### config.mk
export PLATFORM = sky130hd
export DESIGN_NAME = nosc_front_flat
export DESIGN_NICKNAME = d
export VERILOG_FILES = /design/src/nosc_pkg.sv /design/src/nosc_in_if.sv /design/src/nosc_front.sv /design/src/flat_wrapper.sv
export SDC_FILE = /design/constraint.sdc
export NUM_CORES = 1
export LEC_CHECK = 0
export ABC_AREA = 1
export BUFFER_PORTS_ARGS = -buffer_cell sky130_fd_sc_hd__clkbuf_2
export CORE_ASPECT_RATIO = 0.8
export CORE_MARGIN = 3
export CORE_UTILIZATION = 53
export CTS_CLUSTER_DIAMETER = 100
export CTS_CLUSTER_SIZE = 28
export DETAILED_ROUTE_END_ITERATION = 8
export PLACE_DENSITY_LB_ADDON = 0.1
export SETUP_SLACK_MARGIN = 0.2
export SYNTH_ARGS = -nofsm -noshare
export SYNTH_HDL_FRONTEND = slang
export SYNTH_SLANG_ARGS = --single-unit
### constraint.sdc
create_clock -name clk -period 3.3 [get_ports clk]
set_input_delay 0.66 -clock clk [delete_from_list [all_inputs] [get_ports clk]]
set_output_delay 0.66 -clock clk [all_outputs]
set_load 0.01 [all_outputs]
### src/nosc_pkg.sv
package nosc_pkg;

	localparam int MAX_LEN = 256;
	localparam int IDX_W   = $clog2(MAX_LEN);
	localparam int LEN_W   = $clog2(MAX_LEN + 1);
	localparam int VAL_W   = 64;

	localparam logic [1:0] OP_LOAD_A  = 2'd0;
	localparam logic [1:0] OP_LOAD_B  = 2'd1;
	localparam logic [1:0] OP_COMPARE = 2'd2;

	localparam logic signed [1:0] ORDER_LT = 2'sb11;
	localparam logic signed [1:0] ORDER_EQ = 2'sb00;
	localparam logic signed [1:0] ORDER_GT = 2'sb01;

	localparam logic [7:0] CHAR_NUL  = 8'h00;
	localparam logic [7:0] CHAR_ZERO = 8'h30;
	localparam logic [7:0] CHAR_NINE = 8'h39;
	localparam logic [7:0] CHAR_UC_A = 8'h41;
	localparam logic [7:0] CHAR_UC_Z = 8'h5A;
	localparam logic [7:0] CHAR_LC_A = 8'h61;
	localparam logic [7:0] CHAR_LC_Z = 8'h7A;
	localparam logic [7:0] CASE_GAP  = 8'h20;

	// compare job handed from the loader to the engine
	typedef struct packed {
		logic [LEN_W-1:0] len_a;
		logic [LEN_W-1:0] len_b;
		logic             ovf;
	} cmd_t;

	// character store write
	typedef struct packed {
		logic             en_a;
		logic             en_b;
		logic [IDX_W-1:0] addr;
		logic [7:0]       data;
	} wr_t;

	function automatic logic is_digit(input logic [7:0] c);
		return (c >= CHAR_ZERO) && (c <= CHAR_NINE);
	endfunction

	function automatic logic is_upper(input logic [7:0] c);
		return (c >= CHAR_UC_A) && (c <= CHAR_UC_Z);
	endfunction

	function automatic logic is_alnum(input logic [7:0] c);
		return is_digit(c) || is_upper(c) || ((c >= CHAR_LC_A) && (c <= CHAR_LC_Z));
	endfunction

	function automatic logic [7:0] fold(input logic [7:0] c);
		return is_upper(c) ? c + CASE_GAP : c;
	endfunction

	// v*10 + d, saturating at all ones
	function automatic logic [VAL_W-1:0] dec_step(input logic [VAL_W-1:0] v,
		input logic [3:0] d);
		logic [VAL_W+3:0] t;
		t = ({4'b0, v} << 3) + ({4'b0, v} << 1) + {{VAL_W{1'b0}}, d};
		return (t[VAL_W+3:VAL_W] != 4'b0) ? {VAL_W{1'b1}} : t[VAL_W-1:0];
	endfunction

endpackage

### src/nosc_in_if.sv
interface nosc_in_if;
	import nosc_pkg::*;
	logic       valid;
	logic       ready;
	logic [1:0] op;
	logic [7:0] ch;

	modport source (output valid, output op, output ch, input ready);
	modport sink (input valid, input op, input ch, output ready);
endinterface

### src/nosc_front.sv
module nosc_front
	import nosc_pkg::*;
(
	input  logic       clk,
	input  logic       arst_n,
	nosc_in_if.sink    cmd,
	output wr_t        wr,
	output cmd_t       q_data,
	output logic       q_push,
	input  logic       q_full,
	input  logic       done
);

	logic [LEN_W-1:0] len_a_q;
	logic [LEN_W-1:0] len_b_q;
	logic             ovf_q;
	logic             busy_q;
	logic             accept;
	logic             full_a;
	logic             full_b;

	// hold off new words until the engine has finished reading the stores
	assign cmd.ready = !busy_q && !q_full;
	assign accept    = cmd.valid && cmd.ready;
	assign full_a    = (len_a_q == LEN_W'(MAX_LEN));
	assign full_b    = (len_b_q == LEN_W'(MAX_LEN));

	always_comb begin
		wr.en_a = accept && (cmd.op == OP_LOAD_A) && !full_a;
		wr.en_b = accept && (cmd.op == OP_LOAD_B) && !full_b;
		wr.addr = (cmd.op == OP_LOAD_A) ? len_a_q[IDX_W-1:0] : len_b_q[IDX_W-1:0];
		wr.data = cmd.ch;
	end

	assign q_push      = accept && (cmd.op == OP_COMPARE);
	assign q_data.len_a = len_a_q;
	assign q_data.len_b = len_b_q;
	assign q_data.ovf   = ovf_q;

	always_ff @(posedge clk or negedge arst_n) begin
		if (!arst_n) begin
			len_a_q <= '0;
			len_b_q <= '0;
			ovf_q   <= 1'b0;
			busy_q  <= 1'b0;
		end else begin
			if (done) begin
				busy_q <= 1'b0;
			end
			if (accept) begin
				case (cmd.op)
					OP_LOAD_A: begin
						if (full_a) ovf_q <= 1'b1;
						else len_a_q <= len_a_q + 1'b1;
					end
					OP_LOAD_B: begin
						if (full_b) ovf_q <= 1'b1;
						else len_b_q <= len_b_q + 1'b1;
					end
					OP_COMPARE: begin
						len_a_q <= '0;
						len_b_q <= '0;
						ovf_q   <= 1'b0;
						busy_q  <= 1'b1;
					end
					default: begin
					end
				endcase
			end
		end
	end

endmodule

### src/flat_wrapper.sv
// flat-port wrapper written by rule: the top's interface ports become plain ports
module nosc_front_flat import nosc_pkg::*;
  (clk, arst_n, wr, q_data, q_push, q_full, done, cmd_valid, cmd_op, cmd_ch, cmd_ready);
  nosc_in_if cmd_i ();
  input  logic clk;
  input  logic arst_n;
  output wr_t wr;
  output cmd_t q_data;
  output logic q_push;
  input  logic q_full;
  input  logic done;
  input wire logic [$bits(cmd_i.valid)-1:0] cmd_valid;
  input wire logic [$bits(cmd_i.op)-1:0] cmd_op;
  input wire logic [$bits(cmd_i.ch)-1:0] cmd_ch;
  output wire logic [$bits(cmd_i.ready)-1:0] cmd_ready;
  assign cmd_i.valid = cmd_valid;
  assign cmd_i.op = cmd_op;
  assign cmd_i.ch = cmd_ch;
  assign cmd_ready = cmd_i.ready;
  nosc_front u_core (.clk(clk), .arst_n(arst_n), .cmd(cmd_i), .wr(wr), .q_data(q_data), .q_push(q_push), .q_full(q_full), .done(done));
endmodule
[Word-level counts from Yosys, hierarchy flattened]
Cells that the tools add are included.
Operators by class
  $add $sub $neg: 2
  equal/unequal tests: 8
  muxes and demuxes: 11
  reductions and logical operators: 18
Operator list (count)
  9-bit case mux with 2 select lines: 2
  9-bit by 1-bit adder with 9-bit output, second input constant: 2
  9-bit == test, second input constant: 2
  9-bit 2-to-1 mux: 2
  8-bit 2-to-1 mux: 1
  1-bit logical AND: 7
  3-bit AND reduction: 2
  1-bit 2-to-1 mux: 5
  1-bit logical NOT: 4
  2-bit by 1-bit != test with 1-bit output, second input constant: 2
  2-bit != test, second input constant: 2
  4-bit AND reduction: 1
  2-bit nonzero test: 2
  1-bit case mux with 3 select lines: 1
  3-bit nonzero test: 1
  2-bit by 1-bit == test with 1-bit output, second input constant: 1
  2-bit == test, second input constant: 1
  2-bit logical NOT: 1
Word-level totals
  register bits after elaboration: 20
  input bits: 15
  output and inout bits: 39
  word-level logic and storage cells: 43

[Logic depth before layout (Yosys ltp)]
  word-level depth: 5
  depth in mapped cells: 10
  gate-level depth less buffers: 10

[Worst setup path after synthesis]
OpenSTA, ideal clock, no wires.
  path kind: input port to output port
  from: input port cmd_op[1]
  to: output port wr[10] in the netlist's numbering
  data arrival time: 1302 ps
  required time: 2640 ps
  path slack: 1338 ps
  stages: 4
  path buffers: 1
  cells stage by stage: inv_2 nand2_2 clkbuf_1 o21ai_0
RTL lines
  from (decl): line flat_wrapper.sv:13  | input wire logic [$bits(cmd_i.op)-1:0] cmd_op;
  to (decl): line flat_wrapper.sv:7  | output wr_t wr;

==> flow_summary_export.csv <==
group,metric,value,unit
run_status,outcome,"complete, no violations",
drt,ant_nets,0,
clock_network,clock_path_buffers,2,
drt,avgRoutedWirePerCell,12.8,um
sta,period_minus_slack,2.34,ns
layout,final_core_util,64.1,%
layout,finalNetCount,260,
sta,worstMarginPinSlew,0.510,ns
setup_path,cp.arrival,1.68,ns
setup_path,startpoint_type,"register",
setup_path,crit_path_end_kind,"output pin",
drt,drt_iter0_drc,111,
die,io_pins,54,
setup_path,critical_path.cell_chain,"inv_1, ha_1, nand2_1, nor2_1, nand2_2, nand2_4, clkinv_1, clkbuf_2",
layout,drive_gt1_share,27.2,%
clock_network,postCtsSetupBuffers,0,
die,die_h,53.3,um
logic_synthesis,synth_most_common_cell,"nand2_1",
logic_synthesis,yosys-top-cells-area,"dfrtp_1, nand2_1, inv_1",
setup_path,max_stage_delay,0.48,ns
sta,max_freq,427,MHz
sta,finClkSkew,0.00264,ns
logic_synthesis,synth_flop_cell,"dfrtp_1",
power_and_ir_drop,powerDensity,521,mW/mm2
die,fp.coreArea,0.00256,mm2
logic_synthesis,ys_types,24,
drt,dr_wl_met2,1620,um
setup_path,critPathBufInv,3,
logic_synthesis,ys_ff_latch,20,
clock_network,clock_latency,0.30,ns
sta,relSlewSlack,66.0,%
global_routing,grt_max_degree,21,
place,portBuffers,37,
sta,fin_crit_sh,70.9,%
layout,n_antenna_cell,0,
setup_path,crit_type,"reg -> out",
drt,wirelength_met1,1640,um
global_routing,grt_remaining_overflow,0,
global_routing,grt_pass1_wl,5690,um
setup_path,crit_family,"flip-flops",
drt,drt_wl_total,3510,um
clock_network,post_cts_resized,0,
drt,num_vias,1408,
global_routing,grt.total_usage,21.1,%
die,floorplan.rows,16,
sta,setup_viol,0,
run,timing.max_cap.violations,0,
global_routing,antenna_found_initial,0,
sta,fin_tns_setup,0,ns
logic_synthesis,synth_top_area_share,33.8,%
die,dieWidth,65.1,um
logic_synthesis,yosys.area.top_type,"dfrtp_1",
setup_path,cp_max_fo,6,
place,place_area,0.00162,mm2
place,gp_congestion,0.886,
layout,nFillCells,244,
layout,multi_input_comb_area,766,um2
clock_network,htree_num_levels,1,
drt,via_per_inst,5.12,
drt,met3_wirelength,218,um
sta,report.final.slew_viol_count,0,
place,post-dp-hpwl,2690,um
place,dp_cells,272,
clock_network,hold_buffers,0,
logic_synthesis,ys_seq_area_share,33.8,%
setup_path,cp.depth,8,
logic_synthesis,synth-async-reset-ratio,100,%
setup_path,worstPathRequired,2.64,ns
logic_synthesis,syn_area_per_cell,7.05,um2
sta,hold_viol,0,
logic_synthesis,syn-cell-area,0.00148,mm2
drt,drc,0,
clock_network,cts-root-buf,"clkbuf_4",
logic_synthesis,yosysWarnings,0,
setup_path,cp_slowest_cell,"dfrtp_1",
power_and_ir_drop,p_leak,0.899,nW
power_and_ir_drop,ir_worst_vdd,0.000307,V
logic_synthesis,syn_nets,229,
logic_synthesis,synth-edff-count,0,
global_routing,grt_pass1_vias,1307,
min_path,hp-class,"in -> async",
sta,rsz0062_at_grt,"false",
clock_network,cts_buffers,3,
setup_path,worstRegToRegCells,10,
layout,instances_no_fill,275,
die,start_util,57.8,%
layout,area_delta_synth_final,10.9,%
layout,regArea,500,um2
drt,top_layer,"met4",
layout,final_area,0.00164,mm2
logic_synthesis,syn_inst,210,
drt,dr.pass1.iters,5,
clock_network,cts.sinks,20,
clock_network,cts_tree,"built",
clock_network,clk_pin_slew_worst_paths,0.11,ns
logic_synthesis,synthTopCellsByCount,"nand2_1, inv_1, dfrtp_1, o21ai_0, nor2_1",
die,dieArea,0.00347,mm2
==> cell type report <==
type,instances,share of cell area [%]
Sequential cell,20,30.5
Inverter,33,7.54
Tap cell,36,2.74
Clock buffer,3,1.37
Timing Repair Buffer,37,11.3
Multi-Input combinational cell,146,46.6
==> per-layer routing <==
layer	global-route usage, %	vias up
li1	-	706
met1	26.6	627
met2	38.0	69
met3	4.03	6
met4	4.14	0
met5	0	-
==> placed cells by master (no fill, tap or decap), types with 5 or more instances in the layout <==
cell,synthesis,layout
nand3_1,14,14
nand2_2,7,7
inv_2,5,5
nor2_1,17,17
clkbuf_2,0,37
o21ai_0,20,20
nand2_1,57,57
inv_1,27,27
dfrtp_1,20,20
==> registers in the layout, summed over array words and instances (netlist names) <==
signal and cells:
u_core.ovf_q 1, u_core.len_b_q 9, u_core.busy_q 1, u_core.len_a_q 9
==> cells by family after synthesis <==
family | after synthesis | synth area share [%]
AO/OA/AOI/OAI | 28 | 10.7
XOR/XNOR | 4 | 2.37
adder cells (fa/ha/maj) | 4 | 3.38
buffers and inverters | 44 | 14.5
flip-flops | 20 | 33.8
AND/OR/NAND/NOR | 110 | 35.2
==> power by group <==
part | internal, mW | switching [mW] | total [mW]
registers | 0.298 | 0.0794 | 0.377
logic | 0.143 | 0.220 | 0.363
clock network | 0.0426 | 0.0741 | 0.117
==> worst paths after layout <==
path | from | endpoint | slack [ns]
setup / recovery | u_core.len_b_q[0] | wr[16] | 0.96
hold / removal | arst_n | u_core.len_a_q[2] | 0.31
setup reg to reg | u_core.len_b_q[0] | u_core.len_b_q[8] | 1.76
hold reg to reg | u_core.ovf_q | u_core.ovf_q | 0.53
max in group asynchronous | arst_n | u_core.len_b_q[5] | 2.65
min in group clk | done | u_core.busy_q | 0.52
==> worst reg2reg max path: stages (launching register included) <==
cell	delay, ns
dfrtp_1	0.48
inv_1	0.10
ha_1	0.20
nand2_1	0.05
nor2_1	0.05
nand2_2	0.10
nand2_4	0.09
nand2_4	0.17
nand2_1	0.09
nand2_1	0.07
inv_1	0.04
==> metrics by stage <==
stage               power (mW)  hold WS, ns  worst slack [ns]
CTS                      0.861        0.323             0.953
global route             0.917        0.332             0.859
detailed placement       0.742        0.468              1.02
floorplan                0.611        0.364              1.34
global placement         0.732        0.460              1.06
finish                   0.857        0.307             0.961
(Power assumes the default switching activity.)
