### config.mk
export PLATFORM = sky130hd
export DESIGN_NAME = nosc_fifo
export DESIGN_NICKNAME = d
export VERILOG_FILES = /design/src/nosc_pkg.sv /design/src/nosc_fifo.sv
export SDC_FILE = /design/constraint.sdc
export NUM_CORES = 1
export LEC_CHECK = 0
export ABC_AREA = 1
export ABC_CLOCK_PERIOD_IN_PS = 4300
export BUFFER_PORTS_ARGS = -buffer_cell sky130_fd_sc_hd__buf_2
export CAP_MARGIN = 25
export CORE_ASPECT_RATIO = 0.8
export CORE_UTILIZATION = 57
export CTS_BUF_LIST = sky130_fd_sc_hd__clkbuf_8
export CTS_CLUSTER_DIAMETER = 30
export DETAILED_ROUTE_END_ITERATION = 8
export PLACE_DENSITY_LB_ADDON = 0.1
export SYNTH_ARGS = -nofsm -noshare
export SYNTH_HDL_FRONTEND = slang
export SYNTH_SLANG_ARGS = --single-unit
### constraint.sdc
create_clock -name clk -period 4.3 [get_ports clk]
set_clock_uncertainty 0.15 [all_clocks]
set_input_delay 0.43 -clock clk [delete_from_list [all_inputs] [get_ports clk]]
set_output_delay 0.43 -clock clk [all_outputs]
set_load 0.005 [all_outputs]
### src/nosc_pkg.sv
package nosc_pkg;

	localparam int MAX_LEN = 256;
	localparam int IDX_W   = $clog2(MAX_LEN);
	localparam int LEN_W   = $clog2(MAX_LEN + 1);
	localparam int VAL_W   = 64;

	localparam logic [1:0] OP_LOAD_A  = 2'd0;
	localparam logic [1:0] OP_LOAD_B  = 2'd1;
	localparam logic [1:0] OP_COMPARE = 2'd2;

	localparam logic signed [1:0] ORDER_LT = 2'sb11;
	localparam logic signed [1:0] ORDER_EQ = 2'sb00;
	localparam logic signed [1:0] ORDER_GT = 2'sb01;

	localparam logic [7:0] CHAR_NUL  = 8'h00;
	localparam logic [7:0] CHAR_ZERO = 8'h30;
	localparam logic [7:0] CHAR_NINE = 8'h39;
	localparam logic [7:0] CHAR_UC_A = 8'h41;
	localparam logic [7:0] CHAR_UC_Z = 8'h5A;
	localparam logic [7:0] CHAR_LC_A = 8'h61;
	localparam logic [7:0] CHAR_LC_Z = 8'h7A;
	localparam logic [7:0] CASE_GAP  = 8'h20;

	// compare job handed from the loader to the engine
	typedef struct packed {
		logic [LEN_W-1:0] len_a;
		logic [LEN_W-1:0] len_b;
		logic             ovf;
	} cmd_t;

	// character store write
	typedef struct packed {
		logic             en_a;
		logic             en_b;
		logic [IDX_W-1:0] addr;
		logic [7:0]       data;
	} wr_t;

	function automatic logic is_digit(input logic [7:0] c);
		return (c >= CHAR_ZERO) && (c <= CHAR_NINE);
	endfunction

	function automatic logic is_upper(input logic [7:0] c);
		return (c >= CHAR_UC_A) && (c <= CHAR_UC_Z);
	endfunction

	function automatic logic is_alnum(input logic [7:0] c);
		return is_digit(c) || is_upper(c) || ((c >= CHAR_LC_A) && (c <= CHAR_LC_Z));
	endfunction

	function automatic logic [7:0] fold(input logic [7:0] c);
		return is_upper(c) ? c + CASE_GAP : c;
	endfunction

	// v*10 + d, saturating at all ones
	function automatic logic [VAL_W-1:0] dec_step(input logic [VAL_W-1:0] v,
		input logic [3:0] d);
		logic [VAL_W+3:0] t;
		t = ({4'b0, v} << 3) + ({4'b0, v} << 1) + {{VAL_W{1'b0}}, d};
		return (t[VAL_W+3:VAL_W] != 4'b0) ? {VAL_W{1'b1}} : t[VAL_W-1:0];
	endfunction

endpackage

### src/nosc_fifo.sv
module nosc_fifo
	import nosc_pkg::*;
(
	input  logic clk,
	input  logic arst_n,
	input  logic push,
	input  cmd_t din,
	output logic full,
	input  logic pop,
	output logic empty,
	output cmd_t dout
);

	cmd_t       slot_q [2];
	logic       wp_q;
	logic       rp_q;
	logic [1:0] cnt_q;

	assign full  = (cnt_q == 2'd2);
	assign empty = (cnt_q == 2'd0);
	assign dout  = slot_q[rp_q];

	always_ff @(posedge clk) begin
		if (push && !full) slot_q[wp_q] <= din;
	end

	always_ff @(posedge clk or negedge arst_n) begin
		if (!arst_n) begin
			wp_q  <= 1'b0;
			rp_q  <= 1'b0;
			cnt_q <= 2'd0;
		end else begin
			if (push && !full) wp_q <= !wp_q;
			if (pop && !empty) rp_q <= !rp_q;
			case ({push && !full, pop && !empty})
				2'b10:   cnt_q <= cnt_q + 2'd1;
				2'b01:   cnt_q <= cnt_q - 2'd1;
				default: cnt_q <= cnt_q;
			endcase
		end
	end

endmodule

Word-level counts from Yosys, hierarchy flattened --
Memory sizes are Yosys's and may differ from the RTL's. Index checks and enable logic that the tools add are counted.
Word-level totals: word-level logic and storage cells 20, memory bits (writable) 38, memories kept 1, bits in registers 4, bits of input ports 23
Operators by class: $add $sub $neg 2, reduce and logical (&&, ||, !) cells 8, multiplexer cells 3, equal/unequal tests 3
Memories:
- slot_q | depth 2, bits a word 19, read ports 1, clocked after Yosys merged registers in 0, wr ports 1, RTL line nosc_fifo.sv:14 | cmd_t slot_q [2];
Operator list (count):
- == test 2 bit, second input constant | 2
- logical NOT 1 bit | 4
- one-hot mux 2 bit (2 select lines) | 1
- adder 2 x 1 -> 2 bit, second input constant | 1
- == test 2 x 1 -> 1 bit, second input constant | 1
- logical AND 1 bit | 2
- logical NOT 2 bit | 1
- two-way mux 1 bit | 2
- nonzero test 2 bit | 1
- subtractor 2 x 1 -> 2 bit, second input constant | 1

Longest topological paths before layout --
Gate-level depths: netlist of run 1.
word-level depth 5, depth in mapped cells 10, gate-level depth less buffers 10

Worst setup path before layout of run 1 --
Ideal clock, no wire load.
path kind reg2reg, start reg cnt_q[1], end mem slot_q[1][0] (netlist name), enable pin, clock period less this slack 1.938 ns, arrival 1.394 ns, path slack 2.362 ns, library setup time 0.395 ns, cell stages (with the launch flop) 4, buffers on the path 0, required time 3.755 ns, cells stage by stage dfrtp_1 inv_1 o21ai_2 nor2_1
Between the ends: longest elaborated chain between the ends 5
Ends and longest elaborated chain:
- start, declared | RTL line nosc_fifo.sv:17 | logic [1:0] cnt_q;
- start signal, assigned | RTL line nosc_fifo.sv:36 | 2'b10: cnt_q <= cnt_q + 2'd1;
- start signal, assigned | RTL line nosc_fifo.sv:37 | 2'b01: cnt_q <= cnt_q - 2'd1;
- start signal, assigned | RTL line nosc_fifo.sv:38 | default: cnt_q <= cnt_q;
- == test 2 bit | RTL line nosc_fifo.sv:19 | assign full = (cnt_q == 2'd2);
- logical NOT 1 bit | RTL line nosc_fifo.sv:24 | if (push && !full) slot_q[wp_q] <= din;
- logical AND 1 bit | RTL line nosc_fifo.sv:24
- two-way mux 1 bit | RTL line nosc_fifo.sv:24
- two-way mux 1 bit (implied by the code) | RTL line nosc_fifo.sv:24
- end, declared | RTL line nosc_fifo.sv:14
Every way passes these cells.

==> impl_results.md, run 1 <==
- Worst Hold Depth: 1
- Register area share after synthesis: 76.78%
- Worst slew pin tran: 942.9 ps
- Post-synthesis instance total: 132
- CTS tree: done
- Syn_area_per_cell: 12.25 um2
- Hold crit path type: in2reg
- Residual DRC: 0
- Worst Path Max Fanout: 21
- Worst r2r src: cnt_q[1]
- Peak Freq: 427.2 MHz
- Share of layout cells above drive strength 1: 31.67%
- Worst-case reg-to-reg path depth: 3
- Final slew viol count: 0
- CP required: 3720 ps
- Synth top area cells: edfxtp_1 (71%), nand2_1 (15%), dfrtp_1 (6.2%), inv_1 (1.6%), buf_2 (1.2%)
- CP arrival: 1760 ps
- Peak VDD IR: 347.7 uV
- Fin Setup TNS: 0 ps
- Antenna viol nets, final: 0
- RSZ-0062 raised after global routing: no
- Leakage: 0.8969 nW
- Detailed placement HPWL: 1799 um
- Syn nets: 156
- Switching portion of total power: 33.59%
- Clock tree root buffer cell: clkbuf_8
- Die Wd: 61.54 um
- R2R Setup Slk: 2410 ps
- Global-route wire length before repair: 4071 um
- Antenna cells: 0
- Sequential share of power: 50.6%
- Final period util: 54.44%
- GRT overflow: 0
- Row cnt: 16
- Sink Count: 42
- DR pass1 iterations: 4
- Routed WL: 2748 um
- Total power: 1.235 mW
- DR vias: 1,056
- Synth Area in Compound Gates: 0.5418%
- Largest family of logic cells by synthesized area: simple AND/OR/NAND/NOR gates
- Number of I/O port buffers: 43
- Dominant synthesized flop cell: edfxtp_1
- CTS H-tree depth: 2
- Post-synthesis register bit count: 42
- Worst setup path class: reg2out
- Worst Hold Launch: din[11]
- Simple-gate share of the synthesized area: 17.80%
- Die height: 49.63 um
- Largest net degree at the start of global routing: 22
- Adder-cell share of the synthesized area: 0.7740%
- CTS buffer count: 5
- Status: finished, final reports clean
- Biggest area consumer among synthesized cells: edfxtp_1
- Top-count cell post-synth: nand2_1
- Starting Density: 63.09%
- Yosys top cell area share: 70.59%
- GRT Overall Usage: 19.25%
- Final core utilization: 76.12%
- Drt initial violations: 40
- Wire per inst: 12.72 um
- Most frequent cells after synthesis: nand2_1 (65), edfxtp_1 (38), inv_1 (7)
- Routability cong.: 0.5654
- NetSw: 414.8 uW
- Post-synthesis cell type count: 14
- Asr flop ratio synth: 9.524%
- Full die area: 0.003054 mm2
- Mux contribution to synthesized area: 0%
- Nets: 203
- Vias per cell: 4.889
- Maxcap violations: 0
- Min Hold Slack: 184.0 ps
- Internal Power: 819.9 uW
- CTS Buffer Depth: 2
- Clk network pwr share: 18.4%
- Hold endpoint: slot_q[1][11]
- Fillcell total: 187
- Vias in the first global route: 1,026
- Synthesis Warnings: 0
- CORE AREA: 0.002562 mm2
- Setup bufs post-CTS: 0
- Clk_lat worst skew: 280 ps
- CP endpoint kind: output pin
- Hold Vio Cnt, Final: 0
- Power Dens Cells: 633.0 mW/mm2
- Area delta synth->final: 20.67%
- Minimum clock period: 2341 ps
- Slew margin rel.: 37.07%
- Antenna violations before repair: 0
- Synth Area in XOR/XNOR: 0.5418%
- Top Ports: 44
- Post-synth EDFFs: 38
- Setup violations, final: 0
- Post-Syn Area: 0.001617 mm2
- Startpoint type of the worst setup path: flip-flop
- Clock-pin slew on the worst setup and hold paths: 70 ps
- Logic pwr share: 31.0%
- Reg2reg end: slot_q[1][10]
## worst max-delay path, stage by stage, from the launching register on
cell	delay [ps]
dfrtp_1	800
inv_2	330
nand2_1	150
nand2_1	60
buf_2	120
## cells in the final DEF (no fill, tap or decap)
cell type,instances
nand4_1,1
nand2_1,65
clkbuf_8,5
clkinv_2,1
dlygate4sd3_1,1
edfxtp_1,38
inv_1,8
clkinv_1,1
o21ai_2,1
inv_2,3
buf_2,43
ha_1,1
dfrtp_1,4
nand3_1,3
nand2_2,2
xnor2_1,1
nor2_2,2
## metal layers
metal / part of all wire, % / GRT usage, % / routed length (um)
met5: 0 / 0 / 0
met1: 41 / 20.04 / 1127
met2: 52 / 34.23 / 1434
met3: 5.0 / 5.774 / 138
met4: 1.7 / 9.259 / 48
## state kept, by name, summed over array words and instances, names as in the netlist
register and count:
slot_q 38, wp_q 1, rp_q 1, cnt_q 2
## cells by family (layout without fill, tap and decap cells)
family,count (synthesis),after routing
AND/OR/NAND/NOR,73,73
flip-flops,42,42
buffers and inverters,14,62
adder cells (fa/ha/maj),1,1
AO/OA/AOI/OAI,1,1
XOR/XNOR,1,1
## worst max-delay path by stage
stage                     startpoint      endpoint  slack (ps)  cells after the start
after detailed placement        rp_q       dout[3]        2300                      4
after CTS                       rp_q      dout[17]        1970                      4
final                           rp_q      dout[17]        1960                      4
after global placement          rp_q       dout[6]        2300                      4
after global routing            rp_q      dout[17]        1830                      4
after floorplan             cnt_q[1]  slot_q[1][0]        2360                      3
## metrics by stage
step                      setup slack (ps)  instance area (um2)  std cells
final                                 1959                 1951        216
after global routing                  1832                 1951        216
after CTS                             1969                 1951        216
after detailed placement              2299                 1859        207
after global placement                2297                 1859        207
after floorplan                       2362                 1617        132
## cell type report
type / count / area, um2 / area share [%]
clock inverter: 3 / 12.51 / 0.6414
timing repair buffer: 44 / 225.2 / 11.55
clock buffer: 5 / 68.82 / 3.528
sequential: 42 / 1241 / 63.63
tap: 36 / 45.04 / 2.309
multi-input combinational: 76 / 320.3 / 16.42
inverter: 10 / 37.54 / 1.924
## power groups by stage
stage	Sequential [mW]	Clock, mW	Combinational, mW
CTS	0.623	0.230	0.391
detailed placement	0.631	0	0.386
floorplan	0.598	0	0.258
global placement	0.629	0	0.373
global route	0.636	0.242	0.441
finish	0.625	0.227	0.383
## what timing repair did
action                                 CTS  global route
gates resized for setup                  0             0
endpoints found under the hold margin    4             0
setup endpoints to repair                0             0
hold buffers                             1             0
Power figures use the tool's default switching activity.
==> run 2: changes to the inputs <==
Settings changed: ABC_CLOCK_PERIOD_IN_PS 4300 to 2200, CORE_UTILIZATION 57 to 53.
Clock period 4.3 ns to 2.2 ns, I/O delays scaled along.
==> run 2 against run 1 <==
  * Die area increased by 7.3%
  * Global-route usage rose by 0.20 points
  * Count of clock-buffer cells in the layout is the same
  * Largest cell class unchanged
==> impl_results.md, run 2 (synthesis results as in run 1) <==
- Peak VDD IR: 796.0 uV
- Largest net degree at the start of global routing: 21
- Worst-case reg-to-reg path depth: 9
- Die height: 51.40 um
- CORE AREA: 0.002829 mm2
- CTS Buffer Depth: 2
- GRT overflow: 0
- Routed WL: 2893 um
- Top Usage Layer GRT: met2
- CTS H-tree depth: 2
- Status: finished, final reports clean
- Number of I/O port buffers: 43
- Area delta synth->final: 34.68%
- Final core utilization: 76.96%
- Crit path max-delay cell type: dfrtp_1
- Minimum clock period: 1625 ps
- Largest regs: slot_q (38), cnt_q (2)
- Power Dens Cells: 1147 mW/mm2
- RSZ-0062 raised after global routing: no
- Biggest register: slot_q
- GR Util met3: 5.580%
- Residual DRC: 0
- Hold Vio Cnt, Final: 0
- CTS tree: done
- Reg area: 0.001241 mm2
- Most frequent cells in the layout: nand2_1 (65), buf_2 (43), edfxtp_1 (38)
- GRT Overall Usage: 19.46%
- Routability cong.: 0.8067
- Post-CTS Resized: 0
- Peak Freq: 615.4 MHz
- Antenna violations before repair: 0
- Critical Path Start: rp_q
- Starting Density: 57.14%
- Wire per inst: 12.00 um
- Total power: 2.497 mW
- Startpoint type of the worst setup path: flip-flop
- Clock tree root buffer cell: clkbuf_8
- Met1 GRT Util: 21.46%
- Slowest stage delay, CP: 390 ps
- Nets: 226
- Final period util: 73.86%
- Fin Setup TNS: 0 ps
- Detailed placement HPWL: 1772 um
- Slew margin rel.: 76.43%
- Setup bufs post-CTS: 0
- Top Ports: 44
- Clock-pin slew on the worst setup and hold paths: 70 ps
- Final slew viol count: 0
- Worst r2r src: cnt_q[0]
- Multi-input gate area: 320.3 um2
- Die Wd: 63.75 um
- Drt initial violations: 27
- Commonest non-fill, non-tap cell in the layout: nand2_1
- R2R Setup Slk: 640 ps
- Hold endpoint: rp_q
- Setup violations, final: 0
- Critical Path Most Common Cell: nand2_1
- Fillcell total: 186
- Vias in the first global route: 1,028
- Worst setup path class: reg2out
- Maxcap violations: 0
- Sink Count: 42
- Worst Hold Depth: 3
- Worst Hold Launch: pop
- Max reg flops: 38
- Antenna cells: 0
- DR vias: 1,115
- CP required: 1830 ps
- Worst-path cell chain: inv_2 -> nand2_1 -> nand2_1 -> buf_2
- Global-route wire length before repair: 4471 um
- CTS buffer count: 5
- Clk_lat worst skew: 280 ps
- Worst slew pin tran: 353.0 ps
- Antenna viol nets, final: 0
- Reg2reg end: cnt_q[1]
- Vias per cell: 4.627
- CP endpoint kind: output pin
- DR pass1 iterations: 4
- Leakage: 0.9916 nW
- Hold crit path type: in2reg
- Share of layout cells above drive strength 1: 30.54%
- Row cnt: 17
- Met2 GRT Util: 34.93%
- Worst Path Max Fanout: 20
- Full die area: 0.003276 mm2
- CP arrival: 1250 ps
[run 2: timing repair]
action,in CTS,in global routing
hold endpoints to repair,42,0
hold buffers,20,0
endpoints found under the setup margin,0,0
[run 2: area by class of cell]
type	count	share of cell area, %
clock buffers	5	3.161
clock inverters	3	0.7471
inverters	10	1.724
multi-input cells	76	14.71
flip-flops and latches	42	57.01
well taps	38	2.184
repair buffers	67	20.46
[run 2: metrics by stage]
stage | hold WS [ps] | worst slack [ps] | cell area, um2 | instances
2_1_floorplan | -225.6 | 261.7 | 1617 | 132
3_3_place_gp | -120.2 | 722.2 | 1892 | 213
3_5_place_dp | -119.4 | 643.6 | 1892 | 213
4_1_cts | 46.41 | 589.4 | 2177 | 241
5_1_grt | 59.16 | 480.1 | 2177 | 241
6_report | 46.87 | 575.0 | 2177 | 241
[run 2: power by group]
group,internal [mW],total [mW],switching (mW),leakage [nW]
Sequential,1.10,1.16,0.0679,0.402
Clock,0.217,0.458,0.241,0.0416
Combinational,0.346,0.876,0.529,0.549
Total,1.66,2.50,0.839,0.992
[run 2: worst max path at each step]
stage | end | slack [ps] | cells after the start
final | dout[9] | 580 | 4
after global routing | cnt_q[1] | 480 | 9
after CTS | dout[11] | 590 | 4
after detailed placement | cnt_q[1] | 640 | 9
after global placement | cnt_q[1] | 720 | 9
after floorplan | slot_q[1][0] | 260 | 3
[run 2: metal layers]
metal | routed length, um | vias to the layer above
met4 | 35 | 0
met3 | 128 | 4
li1 | - | 572
met2 | 1437 | 32
met5 | 0 | -
met1 | 1291 | 507
[run 2: critical path: cells and delay by family (launching register included)]
| kind | cells | cell delay [ps] |
|---|---|---|
| buffers and inverters | 2 | 390 |
| flip-flops | 1 | 390 |
| AND/OR/NAND/NOR | 2 | 200 |
